[config.mk]
export PLATFORM = sky130hd
export DESIGN_NAME = neighborhood_prefix_decomposer_unit_flat
export DESIGN_NICKNAME = d
export VERILOG_FILES = /design/src/sv/nbpd_pkg.sv /design/src/sv/nbpd_ifs.sv /design/src/sv/neighborhood_prefix_decomposer_unit.sv /design/src/sv/nbpd_ctrl.sv /design/src/sv/nbpd_dp.sv /design/src/flat_wrapper.sv
export SDC_FILE = /design/constraint.sdc
export NUM_CORES = 1
export LEC_CHECK = 0
export ABC_AREA = 1
export BUFFER_PORTS_ARGS = -buffer_cell sky130_fd_sc_hd__buf_2
export CORE_MARGIN = 3
export CORE_UTILIZATION = 40
export DETAILED_ROUTE_END_ITERATION = 10
export GPL_TIMING_DRIVEN = 0
export PLACE_DENSITY = 0.58
export SLEW_MARGIN = 20
export SYNTH_ARGS = -nofsm -noshare
export SYNTH_HDL_FRONTEND = slang
export SYNTH_SLANG_ARGS = --single-unit
export TNS_END_PERCENT = 20
[constraint.sdc]
create_clock -name i_clk -period 7.1 [get_ports i_clk]
set_clock_uncertainty 0.1 [all_clocks]
set_input_delay 1.42 -clock i_clk [delete_from_list [all_inputs] [get_ports i_clk]]
set_output_delay 1.42 -clock i_clk [all_outputs]
set_load 0.01 [all_outputs]
[src/sv/nbpd_pkg.sv]
// Shared types and constants for the neighbourhood prefix decomposer.
`timescale 1ns / 1ps

package nbpd_pkg;

    localparam int CENTER_BITS = 32;
    localparam int BASE_BITS   = 32;
    localparam int WILD_BITS   = 6;
    localparam int RADIUS_BITS = 16;

    localparam logic [RADIUS_BITS-1:0] RADIUS_RESET = 16'd50;

    typedef enum logic [1:0] {
        ST_IDLE,
        ST_PREP,
        ST_RUN
    } t_state;

    // Controller to datapath
    typedef struct packed {
        logic load;   // take a new centre, form the clamped ends
        logic prep;   // form the interval length
        logic step;   // emit one prefix into the output register
    } t_cmd;

    // Datapath to controller
    typedef struct packed {
        logic last;   // the prefix being formed closes the interval
    } t_status;

endpackage

[src/sv/nbpd_ifs.sv]
// Channel interfaces: centre requests, prefix results and radius writes.
`timescale 1ns / 1ps

interface nbpd_in_if;
    logic                               valid;
    logic                               ready;
    logic [nbpd_pkg::CENTER_BITS-1:0]   center_value;

    modport source (output valid, output center_value, input ready);
    modport sink   (input valid, input center_value, output ready);
endinterface

interface nbpd_out_if;
    logic                               valid;
    logic                               ready;
    logic [nbpd_pkg::BASE_BITS-1:0]     prefix_base;
    logic [nbpd_pkg::WILD_BITS-1:0]     wildcard_count;
    logic                               last_prefix;

    modport source (output valid, output prefix_base, output wildcard_count,
                    output last_prefix, input ready);
    modport sink   (input valid, input prefix_base, input wildcard_count,
                    input last_prefix, output ready);
endinterface

interface nbpd_cfg_if;
    logic                               valid;
    logic                               ready;
    logic [nbpd_pkg::RADIUS_BITS-1:0]   search_radius;

    modport source (output valid, output search_radius, input ready);
    modport sink   (input valid, input search_radius, output ready);
endinterface

[src/sv/neighborhood_prefix_decomposer_unit.sv]
// Top level of the neighbourhood prefix decomposer.
`timescale 1ns / 1ps

// Each centre request opens the interval [centre - radius, centre + radius],
// clamped to 0 and 2^VALUE_BITS - 1, and returns the fewest aligned
// power-of-two blocks covering it in ascending order, the final one flagged
// last_prefix. A request is set up first with the clamped ends, then the
// length, and then yields one prefix per step, n prefixes in all (n is 1
// to 34); the prefix step and the single output register pace the run,
// and a stalled output holds the step. The next centre is taken as soon as
// the last prefix of the current one sits in the output register. The radius
// (reset 50) is written through the configuration channel, which is always
// ready; write it only between requests.

module neighborhood_prefix_decomposer_unit #(
    parameter int VALUE_BITS = 32
) (
    input  logic        i_clk,
    input  logic        i_rst_n,
    nbpd_in_if.sink     i_in,
    nbpd_out_if.source  o_out,
    nbpd_cfg_if.sink    i_cfg
);

    nbpd_pkg::t_cmd    cmd;
    nbpd_pkg::t_status status;
    logic              in_ready;
    logic              cfg_we;

    assign i_in.ready  = in_ready;
    assign i_cfg.ready = 1'b1;
    assign cfg_we      = i_cfg.valid;

    nbpd_ctrl u_ctrl (
        .i_clk       (i_clk),
        .i_rst_n     (i_rst_n),
        .i_in_valid  (i_in.valid),
        .o_in_ready  (in_ready),
        .o_out_valid (o_out.valid),
        .i_out_ready (o_out.ready),
        .i_status    (status),
        .o_cmd       (cmd)
    );

    nbpd_dp #(
        .VALUE_BITS (VALUE_BITS)
    ) u_dp (
        .i_clk            (i_clk),
        .i_rst_n          (i_rst_n),
        .i_cfg_we         (cfg_we),
        .i_cfg_radius     (i_cfg.search_radius),
        .i_center         (i_in.center_value),
        .i_cmd            (cmd),
        .o_status         (status),
        .o_prefix_base    (o_out.prefix_base),
        .o_wildcard_count (o_out.wildcard_count),
        .o_last_prefix    (o_out.last_prefix)
    );

endmodule

[src/sv/nbpd_ctrl.sv]
// Sequencer: accepts a centre, prepares the interval, then steps out prefixes.
`timescale 1ns / 1ps

module nbpd_ctrl (
    input  logic                i_clk,
    input  logic                i_rst_n,
    input  logic                i_in_valid,
    output logic                o_in_ready,
    output logic                o_out_valid,
    input  logic                i_out_ready,
    input  nbpd_pkg::t_status   i_status,
    output nbpd_pkg::t_cmd      o_cmd
);

    nbpd_pkg::t_state r_state, n_state;
    logic             r_out_valid, n_out_valid;
    logic             out_free;

    // Output register can take a new prefix when empty or being drained
    assign out_free = !r_out_valid || i_out_ready;

    always_ff @(posedge i_clk) begin
        if (!i_rst_n) begin
            r_state     <= nbpd_pkg::ST_IDLE;
            r_out_valid <= 1'b0;
        end else begin
            r_state     <= n_state;
            r_out_valid <= n_out_valid;
        end
    end

    always_comb begin
        n_state     = r_state;
        n_out_valid = r_out_valid && !i_out_ready;
        o_cmd       = '0;
        o_in_ready  = 1'b0;
        unique case (r_state)
            nbpd_pkg::ST_IDLE: begin
                o_in_ready = 1'b1;
                if (i_in_valid) begin
                    o_cmd.load = 1'b1;
                    n_state    = nbpd_pkg::ST_PREP;
                end
            end
            nbpd_pkg::ST_PREP: begin
                o_cmd.prep = 1'b1;
                n_state    = nbpd_pkg::ST_RUN;
            end
            nbpd_pkg::ST_RUN: begin
                if (out_free) begin
                    o_cmd.step  = 1'b1;
                    n_out_valid = 1'b1;
                    if (i_status.last) begin
                        n_state = nbpd_pkg::ST_IDLE;
                    end
                end
            end
            default: begin
                n_state = nbpd_pkg::ST_IDLE;
            end
        endcase
    end

    assign o_out_valid = r_out_valid;

endmodule

[src/sv/nbpd_dp.sv]
// Datapath: radius register, interval ends, largest aligned block per step.
`timescale 1ns / 1ps

module nbpd_dp #(
    parameter int VALUE_BITS = 32
) (
    input  logic                                i_clk,
    input  logic                                i_rst_n,
    input  logic                                i_cfg_we,
    input  logic [nbpd_pkg::RADIUS_BITS-1:0]    i_cfg_radius,
    input  logic [nbpd_pkg::CENTER_BITS-1:0]    i_center,
    input  nbpd_pkg::t_cmd                      i_cmd,
    output nbpd_pkg::t_status                   o_status,
    output logic [nbpd_pkg::BASE_BITS-1:0]      o_prefix_base,
    output logic [nbpd_pkg::WILD_BITS-1:0]      o_wildcard_count,
    output logic                                o_last_prefix
);

    localparam int LW = VALUE_BITS + 1;  // holds 2^VALUE_BITS
    localparam int SW = ((VALUE_BITS > nbpd_pkg::RADIUS_BITS) ?
                         VALUE_BITS : nbpd_pkg::RADIUS_BITS) + 1;
    localparam int KW = $clog2(VALUE_BITS + 1);
    localparam logic [SW-1:0] VMAX = SW'((LW'(1) << VALUE_BITS) - LW'(1));

    logic [nbpd_pkg::RADIUS_BITS-1:0] r_radius;
    logic [LW-1:0]                    r_lo, n_lo;
    logic [VALUE_BITS-1:0]            r_hi, n_hi;
    logic [LW-1:0]                    r_len, n_len;
    logic [nbpd_pkg::BASE_BITS-1:0]   r_base;
    logic [nbpd_pkg::WILD_BITS-1:0]   r_wild;
    logic                             r_last;

    logic [SW-1:0]  x_ext, r_ext, sum;
    logic [KW-1:0]  k_tz, k_len, k;
    logic [LW-1:0]  blk_size;
    logic           last;

    always_ff @(posedge i_clk) begin
        if (!i_rst_n) begin
            r_radius <= nbpd_pkg::RADIUS_RESET;
        end else if (i_cfg_we) begin
            r_radius <= i_cfg_radius;
        end
    end

    // Clamped interval ends
    assign x_ext = SW'(i_center[VALUE_BITS-1:0]);
    assign r_ext = SW'(r_radius);
    assign sum   = x_ext + r_ext;

    always_comb begin
        n_lo = (x_ext >= r_ext) ? LW'(x_ext - r_ext) : '0;
        n_hi = (sum > VMAX) ? VMAX[VALUE_BITS-1:0] : sum[VALUE_BITS-1:0];
    end

    // Alignment of the left end, capped at the full width when it is zero
    always_comb begin
        k_tz = KW'(VALUE_BITS);
        for (int i = VALUE_BITS - 1; i >= 0; i--) begin
            if (r_lo[i]) begin
                k_tz = KW'(i);
            end
        end
    end

    // Floor of log2 of the remaining length
    always_comb begin
        k_len = '0;
        for (int i = 0; i < LW; i++) begin
            if (r_len[i]) begin
                k_len = KW'(i);
            end
        end
    end

    assign k        = (k_tz < k_len) ? k_tz : k_len;
    assign blk_size = LW'(1) << k;
    assign last     = (blk_size == r_len);

    always_comb begin
        n_len = r_len;
        if (i_cmd.prep) begin
            n_len = LW'({1'b0, r_hi}) - r_lo + LW'(1);
        end else if (i_cmd.step) begin
            n_len = r_len - blk_size;
        end
    end

    always_ff @(posedge i_clk) begin
        if (i_cmd.load) begin
            r_lo <= n_lo;
            r_hi <= n_hi;
        end else if (i_cmd.step) begin
            r_lo <= r_lo + blk_size;
        end
        r_len <= n_len;
        if (i_cmd.step) begin
            r_base <= nbpd_pkg::BASE_BITS'(r_lo[VALUE_BITS-1:0]);
            r_wild <= nbpd_pkg::WILD_BITS'(k);
            r_last <= last;
        end
    end

    assign o_status.last    = last;
    assign o_prefix_base    = r_base;
    assign o_wildcard_count = r_wild;
    assign o_last_prefix    = r_last;

endmodule

[src/flat_wrapper.sv]
// flat-port wrapper written by rule: the top's interface ports become plain ports
module neighborhood_prefix_decomposer_unit_flat 
#(
    parameter int VALUE_BITS = 32
)
  (i_clk, i_rst_n, i_in_valid, i_in_center_value, i_in_ready, o_out_valid, o_out_prefix_base, o_out_wildcard_count, o_out_last_prefix, o_out_ready, i_cfg_valid, i_cfg_search_radius, i_cfg_ready);
  nbpd_in_if i_in_i ();
  nbpd_out_if o_out_i ();
  nbpd_cfg_if i_cfg_i ();
  input  logic i_clk;
  input  logic i_rst_n;
  input wire logic [$bits(i_in_i.valid)-1:0] i_in_valid;
  input wire logic [$bits(i_in_i.center_value)-1:0] i_in_center_value;
  output wire logic [$bits(i_in_i.ready)-1:0] i_in_ready;
  output wire logic [$bits(o_out_i.valid)-1:0] o_out_valid;
  output wire logic [$bits(o_out_i.prefix_base)-1:0] o_out_prefix_base;
  output wire logic [$bits(o_out_i.wildcard_count)-1:0] o_out_wildcard_count;
  output wire logic [$bits(o_out_i.last_prefix)-1:0] o_out_last_prefix;
  input wire logic [$bits(o_out_i.ready)-1:0] o_out_ready;
  input wire logic [$bits(i_cfg_i.valid)-1:0] i_cfg_valid;
  input wire logic [$bits(i_cfg_i.search_radius)-1:0] i_cfg_search_radius;
  output wire logic [$bits(i_cfg_i.ready)-1:0] i_cfg_ready;
  assign i_in_i.valid = i_in_valid;
  assign i_in_i.center_value = i_in_center_value;
  assign i_in_ready = i_in_i.ready;
  assign o_out_valid = o_out_i.valid;
  assign o_out_prefix_base = o_out_i.prefix_base;
  assign o_out_wildcard_count = o_out_i.wildcard_count;
  assign o_out_last_prefix = o_out_i.last_prefix;
  assign o_out_i.ready = o_out_ready;
  assign i_cfg_i.valid = i_cfg_valid;
  assign i_cfg_i.search_radius = i_cfg_search_radius;
  assign i_cfg_ready = i_cfg_i.ready;
  neighborhood_prefix_decomposer_unit #(.VALUE_BITS(VALUE_BITS)) u_core (.i_clk(i_clk), .i_rst_n(i_rst_n), .i_in(i_in_i), .o_out(o_out_i), .i_cfg(i_cfg_i));
endmodule
==> run metrics, run 1 <==
status complete, no violations; fin crit share 0.985; worst setup path class reg2reg; Multi-input gate area 8490 um^2; M2 GR Usage 0.366; clock share of power 0.222; crit start category register; Sw Pwr 1970 uW; count of cell types in the netlist 54; M1 GR Usage 0.307; Crit path buffers/inverters 7; logic gate share of total power 0.494; synthesized area 13700 um^2; Fill cells about 3400; pin count of the biggest net entering global routing between 40 and 50; Top FF cell, synth edfxtp_1; H-tree depth 4; FF+latch area roughly 4500 um^2; nets around 2200; P&R area growth vs syn 19.1%; clock sinks between 150 and 200; die height between 150 and 200 um; Tmin final about 7.0 ns; # setup viols final 0; GRT Total Usage 0.223; die area approximately 37000 um^2; Max-slew headroom 0.446; wire length per cell 17.1 um; Worst Max-Slew Pin Slew 0.831 ns; final setup margin roughly 0.11 ns; slowest stage cell, crit path edfxtp_1; Worst Setup End Kind register; routability cong. between 0.9 and 1; pwr dens slightly below 300 nW/um^2; vias in the first global route between 10000 and 15000; post-synth top area cell edfxtp_1; maximum vdd drop 0.187 mV; Horiz. Die Dim ~190 um; Yosys reg bits 156; ANT cells 0; GRT overflow 0; post-synthesis async set-or-reset flop share 0; max-slew violation count 0; Worst Path Arrival a little over 7 ns; DRC viols 0; maximum operating frequency 143 MHz; Place WS -0.862 ns; number of flops mapped to enable cells by yosys roughly 140; fin util 0.485; Switching Fraction 0.412; share of cells above drive strength 1 0.165; root buf cell clkbuf_16; max incr delay on CP roughly 0.45 ns; Worst Path Max Fanout 5; GRT busiest layer met2; Synth Warn # 0; I/O Pins 95; Std-Cell Rows between 60 and 70; leakage ~0.0075 uW; critical path's most frequent cell inv_1; most frequent cells after synthesis nand2_1, inv_1, a21oi_1, ha_1, nor2_1; initial antenna violation count 1; CTS tree built; Seq/Total Area, Yosys 0.327; syn_area_per_cell 7.63 um^2; Routed WL roughly 41 mm; grt met3 use 0.0281; post-synth top area share 0.300; unrepaired setup endpoints after global routing yes; Final Hold Viols 0; initial core utilization 0.407; CP required 7.19 ns; vias per cell between 5 and 6; Skew-Pair Late Insertion Delay between 0.4 and 0.5 ns; input/output buffers 85; Max-Cap Viols 0; Reg power frac 0.284; Pre-antenna DRT Iters 7; synth top area cells edfxtp_1, ha_1, nand2_1, inv_1, a21oi_1; Post-Layout Cell Count 2420; first-pass GRT wire length 62.8 mm; hold_buf cts 0; Core Region around 34000 um^2; number of buffers created by CTS 17; Detailed Route Iter0 Violations just under 800; CTS clk-pin slew, worst paths roughly 0.070 ns; internal power between 2000 and 3000 uW; Post-DP HPWL 33.2 mm; total vias in the final route between 10000 and 15000; worst hold path class reg2reg; Synthesized Nets ~2000; clk buf depth 2; top-count cell post-synth nand2_1; family with the most delay on the worst path simple AND/OR/NAND/NOR gates; placed insts about 2300; Post-Syn Instances about 1800; Final ANT Viol Nets 0
-- tightest hold or removal path, stage by stage, from the launching register on --
cell and delay, ns:
dfxtp_1 0.31, inv_1 0.06, a21oi_1 0.06
-- metal layers --
metal | vias to the layer above | part of all wire
met5 | - | 0.00031
met4 | 2 | 0.024
met3 | 57 | 0.039
met2 | 312 | 0.46
met1 | 5720 | 0.47
li1 | 6455 | -
-- final timing paths --
kind                       startpoint                       end  slack [ns]  cells past startpoint
min          u_core.u_dp.r_radius[10]  u_core.u_dp.r_radius[10]        0.38                      2
max              u_core.u_dp.r_lo[31]      u_core.u_dp.r_lo[32]        0.11                     43
max reg2reg      u_core.u_dp.r_lo[31]      u_core.u_dp.r_lo[32]        0.11                     43
min reg2reg  u_core.u_dp.r_radius[10]  u_core.u_dp.r_radius[10]        0.38                      2
-- cell type report --
| type | instances | share of cell area |
|---|---|---|
| Clock inverter | 13 | 0.0129 |
| Timing Repair Buffer | 140 | 0.0557 |
| Multi-Input combinational cell | 1335 | 0.519 |
| Sequential cell | 156 | 0.275 |
| Buffer | 39 | 0.0121 |
| Inverter | 270 | 0.0630 |
| Tap cell | 448 | 0.0343 |
| Clock buffer | 19 | 0.0277 |
-- cell usage in the layout (no fill, tap or decap), drive strengths merged, types with 26 or more instances in the layout --
cell type / synthesis / layout
nand2: 348 / 349
inv: 268 / 270
a21oi: 177 / 177
ha: 164 / 164
nor2: 163 / 163
buf: 12 / 152
o21ai: 145 / 145
edfxtp: 137 / 137
nand3: 100 / 100
xor2: 54 / 54
clkbuf: 27 / 46
nand4: 26 / 26
-- sequential cells by signal, indices dropped and copies added (netlist names) --
name,flops
u_core.u_dp.r_len,33
u_core.u_dp.r_lo,33
u_core.u_dp.o_prefix_base,32
u_core.u_dp.r_hi,32
u_core.u_dp.r_radius,16
u_core.u_dp.o_wildcard_count,6
u_core.u_ctrl.r_state,2
u_core.u_ctrl.o_out_valid,1
u_core.u_dp.o_last_prefix,1
-- what timing repair did --
item / 4_1_cts / 5_1_grt
cloned: 0 / 1
hold endpoints to repair: 0 / 0
resized for setup: 26 / 89
setup endpoints to repair: 15 / 19
buffers inserted: 7 / 45
pin swaps: 6 / 41
-- per-stage QoR --
| step | instance area [um^2] | power [uW] | hold slack, ns | TNS [ns] |
|---|---|---|---|---|
| after detailed placement | 14800 | 3290 | 0.375 | -4.66 |
| after CTS | 15600 | 4440 | 0.384 | -0.0239 |
| final | 16300 | 4770 | 0.380 | 0 |
| after global routing | 16300 | 5110 | 0.401 | -1.99 |
| after floorplan | 13700 | 2760 | 0.355 | 0 |
| after global placement | 14700 | 3250 | 0.369 | -4.45 |
-- cells by family after synthesis --
group / Yosys count / share of synthesized area
and+or+nand+nor: 693 / 0.219
buffers and inverters: 309 / 0.0874
AOI/OAI and AO/OA: 402 / 0.165
xor gates and xnor gates: 69 / 0.0440
DFF: 156 / 0.327
adders and majority gates: 169 / 0.157
other: 1 / 0.000273
-- power by group through the flow --
stage | Sequential (uW) | Combinational (uW) | Clock (uW)
finish | 1360 | 2360 | 1060
global route | 1370 | 2620 | 1110
CTS | 1350 | 2010 | 1080
detailed placement | 1370 | 1920 | 0
global placement | 1370 | 1890 | 0
floorplan | 1310 | 1450 | 0
(Power assumes the default switching activity.)
==> run 2: changes to the inputs <==
CORE_UTILIZATION = 55   (was 40)
PLACE_DENSITY = 0.75   (was 0.58)
==> run 2 against run 1 <==
  * Sequential share of layout area increased by 0.43 points
  * Critical path depth is 4 higher
  * Maximum frequency up 0.83%
  * Die area decreased by 26%
  * Sequential power barely moved
  * Design area decreased by 1.5%
  * Worst setup slack gained 0.058 ns
  * Total power down 3.5%
  * Largest power group unchanged
  * Critical endpoint is now u_core.u_dp.r_lo[31]
  * Combinational power barely moved
==> run metrics, run 2 (synthesis gave the netlist of run 1 again) <==
DRC viols 0 (unchanged); nets 2187 (+0.28%); Worst Path Arrival 7.03 ns (-0.06 ns); total vias in the final route 13100 (+4.3%); GRT Total Usage 0.287 (+0.0646); CTS clk-pin slew, worst paths 0.07 ns (about the same); wire length per cell 17.3 um (+1.5%); status complete, no violations; slowest stage cell, crit path edfxtp_1; Max-slew headroom 0.435 (-0.0109); pin count of the biggest net entering global routing 41 (unchanged); Skew-Pair Late Insertion Delay 0.43 ns (-0.02 ns); first-pass GRT wire length 60.3 mm (-4.1%); H-tree depth 4 (unchanged); GRT overflow 0 (unchanged); Final Hold Viols 0 (unchanged); leakage 0.00750 uW (-0.41%); crit start category register; P&R area growth vs syn 17.2%; path depth of the worst reg2reg path 47 (+9.3%); CP required 7.19 ns (about the same); Crit path buffers/inverters 7 (unchanged); Crit. Startpoint u_core.u_dp.r_len[5]; Max-Cap Viols 0 (unchanged); Post-DP HPWL 30.7 mm (-7.7%); worst flop-to-flop path startpoint u_core.u_dp.r_len[5]; vias in the first global route 11900 (+1.3%); Horiz. Die Dim 164 um (-14%); RR Endpoint u_core.u_dp.r_lo[31]; Routed WL 39.9 mm (-3.4%); fin crit share 0.977 (-0.00813); Hold Worst Slack 0.381 ns (+0.00102 ns); Worst Hold Launch u_core.u_dp.r_radius[13]; Core Region 24400 um^2 (-28%); CTS tree built; worst hold path class reg2reg; Pre-antenna DRT Iters 6 (-1); die height 164 um (-14%); Tmin final 6.94 ns (-0.0577 ns); maximum operating frequency 144 MHz (+0.83%); initial antenna violation count 0 (-1); hold path depth 2 (unchanged); WHS Endpoint u_core.u_dp.r_radius[13]; Worst Max-Slew Pin Slew 0.845 ns (+0.0134 ns); clock sinks 156 (unchanged); share of cells above drive strength 1 0.163 (-0.00202); Placed Area 14600 um^2 (-1.3%); Largest regs u_core.u_dp.r_len x33, u_core.u_dp.r_lo x33; clk buf depth 2 (unchanged); Final ANT Viol Nets 0 (unchanged); Std-Cell Rows 57 (-15%); maximum vdd drop 0.148 mV (-21%); max incr delay on CP 0.44 ns (about the same); vias per cell 5.68 (+9.7%); I/O Pins 95 (unchanged); ANT cells 0 (unchanged); worst setup path class reg2reg; pwr dens 286 nW/um^2 (-2.0%); # setup viols final 0 (unchanged); unrepaired setup endpoints after global routing yes; critical path's most frequent cell nand3_1; die area 26900 um^2 (-26%); routability cong. 0.955 (+4.8%); Worst Path Max Fanout 5 (unchanged); flop2flop setup slack 0.16 ns (+0.06 ns); post-route cell area 16100 um^2 (-1.5%); input/output buffers 85 (unchanged); fin util 0.660 (+0.175); commonest cells after routing, fill and taps aside nand2_1, inv_1, a21oi_1, ha_1, nor2_1; initial core utilization 0.563 (+0.155); max-slew violation count 0 (unchanged); Worst Setup End Kind register; number of buffers created by CTS 17 (unchanged); Detailed Route Iter0 Violations 1341 (+69%); setup TNS 0 ns (unchanged); root buf cell clkbuf_16; family with the most delay on the worst path simple AND/OR/NAND/NOR gates; commonest non-fill, non-tap cell in the layout nand2_1
run 2: cell count changes in the layout (fill, tap and decap cells not counted), moves of 4 or more:
cell       delta
buf_4        +11
inv_8         +8
nand3_2       -7
bufinv_16     -5
nand3_1       +5
buf_6         -4
run 2: worst min-delay path, cell delays in order (launching register included):
cell and delay, ns:
dfxtp_1 0.31, inv_1 0.07, a21oi_1 0.06
run 2: final cells by class:
type	count	area (um^2)
multi-input combinational	1335	8470
inverter	270	1030
buffer	39	190
fill	2044	8300
clock inverter	14	150
tap	324	405
clock buffer	18	429
sequential	156	4490
timing repair buffer	146	920
run 2: where the power goes:
part | internal (uW) | switching [uW] | total [uW]
Sequential | 1220 | 135 | 1350
Clock | 472 | 443 | 915
Combinational | 924 | 1420 | 2340
run 2: worst max path at each step:
stage / to / depth (start not counted)
floorplan: u_core.u_dp.r_lo[32] / 41
global placement: u_core.u_dp.r_lo[32] / 42
detailed placement: u_core.u_dp.r_lo[32] / 42
CTS: u_core.u_dp.r_lo[31] / 46
global route: u_core.u_dp.r_lo[27] / 66
finish: u_core.u_dp.r_lo[31] / 47
run 2: what timing repair did:
item                       in CTS  in global routing
hold buffers                    0                  0
setup endpoints to repair      15                 18
pin swaps                       7                 40
setup buffers                   8                 51
resized for setup              22                 83
cloned                          0                  1
run 2: metal layers:
| metal | global-route usage | vias up | wire length (um) |
|---|---|---|---|
| met2 | 0.469 | 557 | 18700 |
| met3 | 0.0358 | 69 | 3330 |
| met1 | 0.390 | 5980 | 16600 |
| met4 | 0.110 | 0 | 1230 |
| li1 | - | 6480 | - |
| met5 | 0 | - | 0 |
run 2: through the flow:
step           total power (uW)  cells  worst slack, ns
4_1_cts                    4260   2250          -0.0136
3_5_place_dp               3260   2210           -0.729
5_1_grt                    4930   2302           -0.320
3_3_place_gp               3200   2208           -0.560
6_report                   4610   2302            0.163
2_1_floorplan              2760   1799            0.888
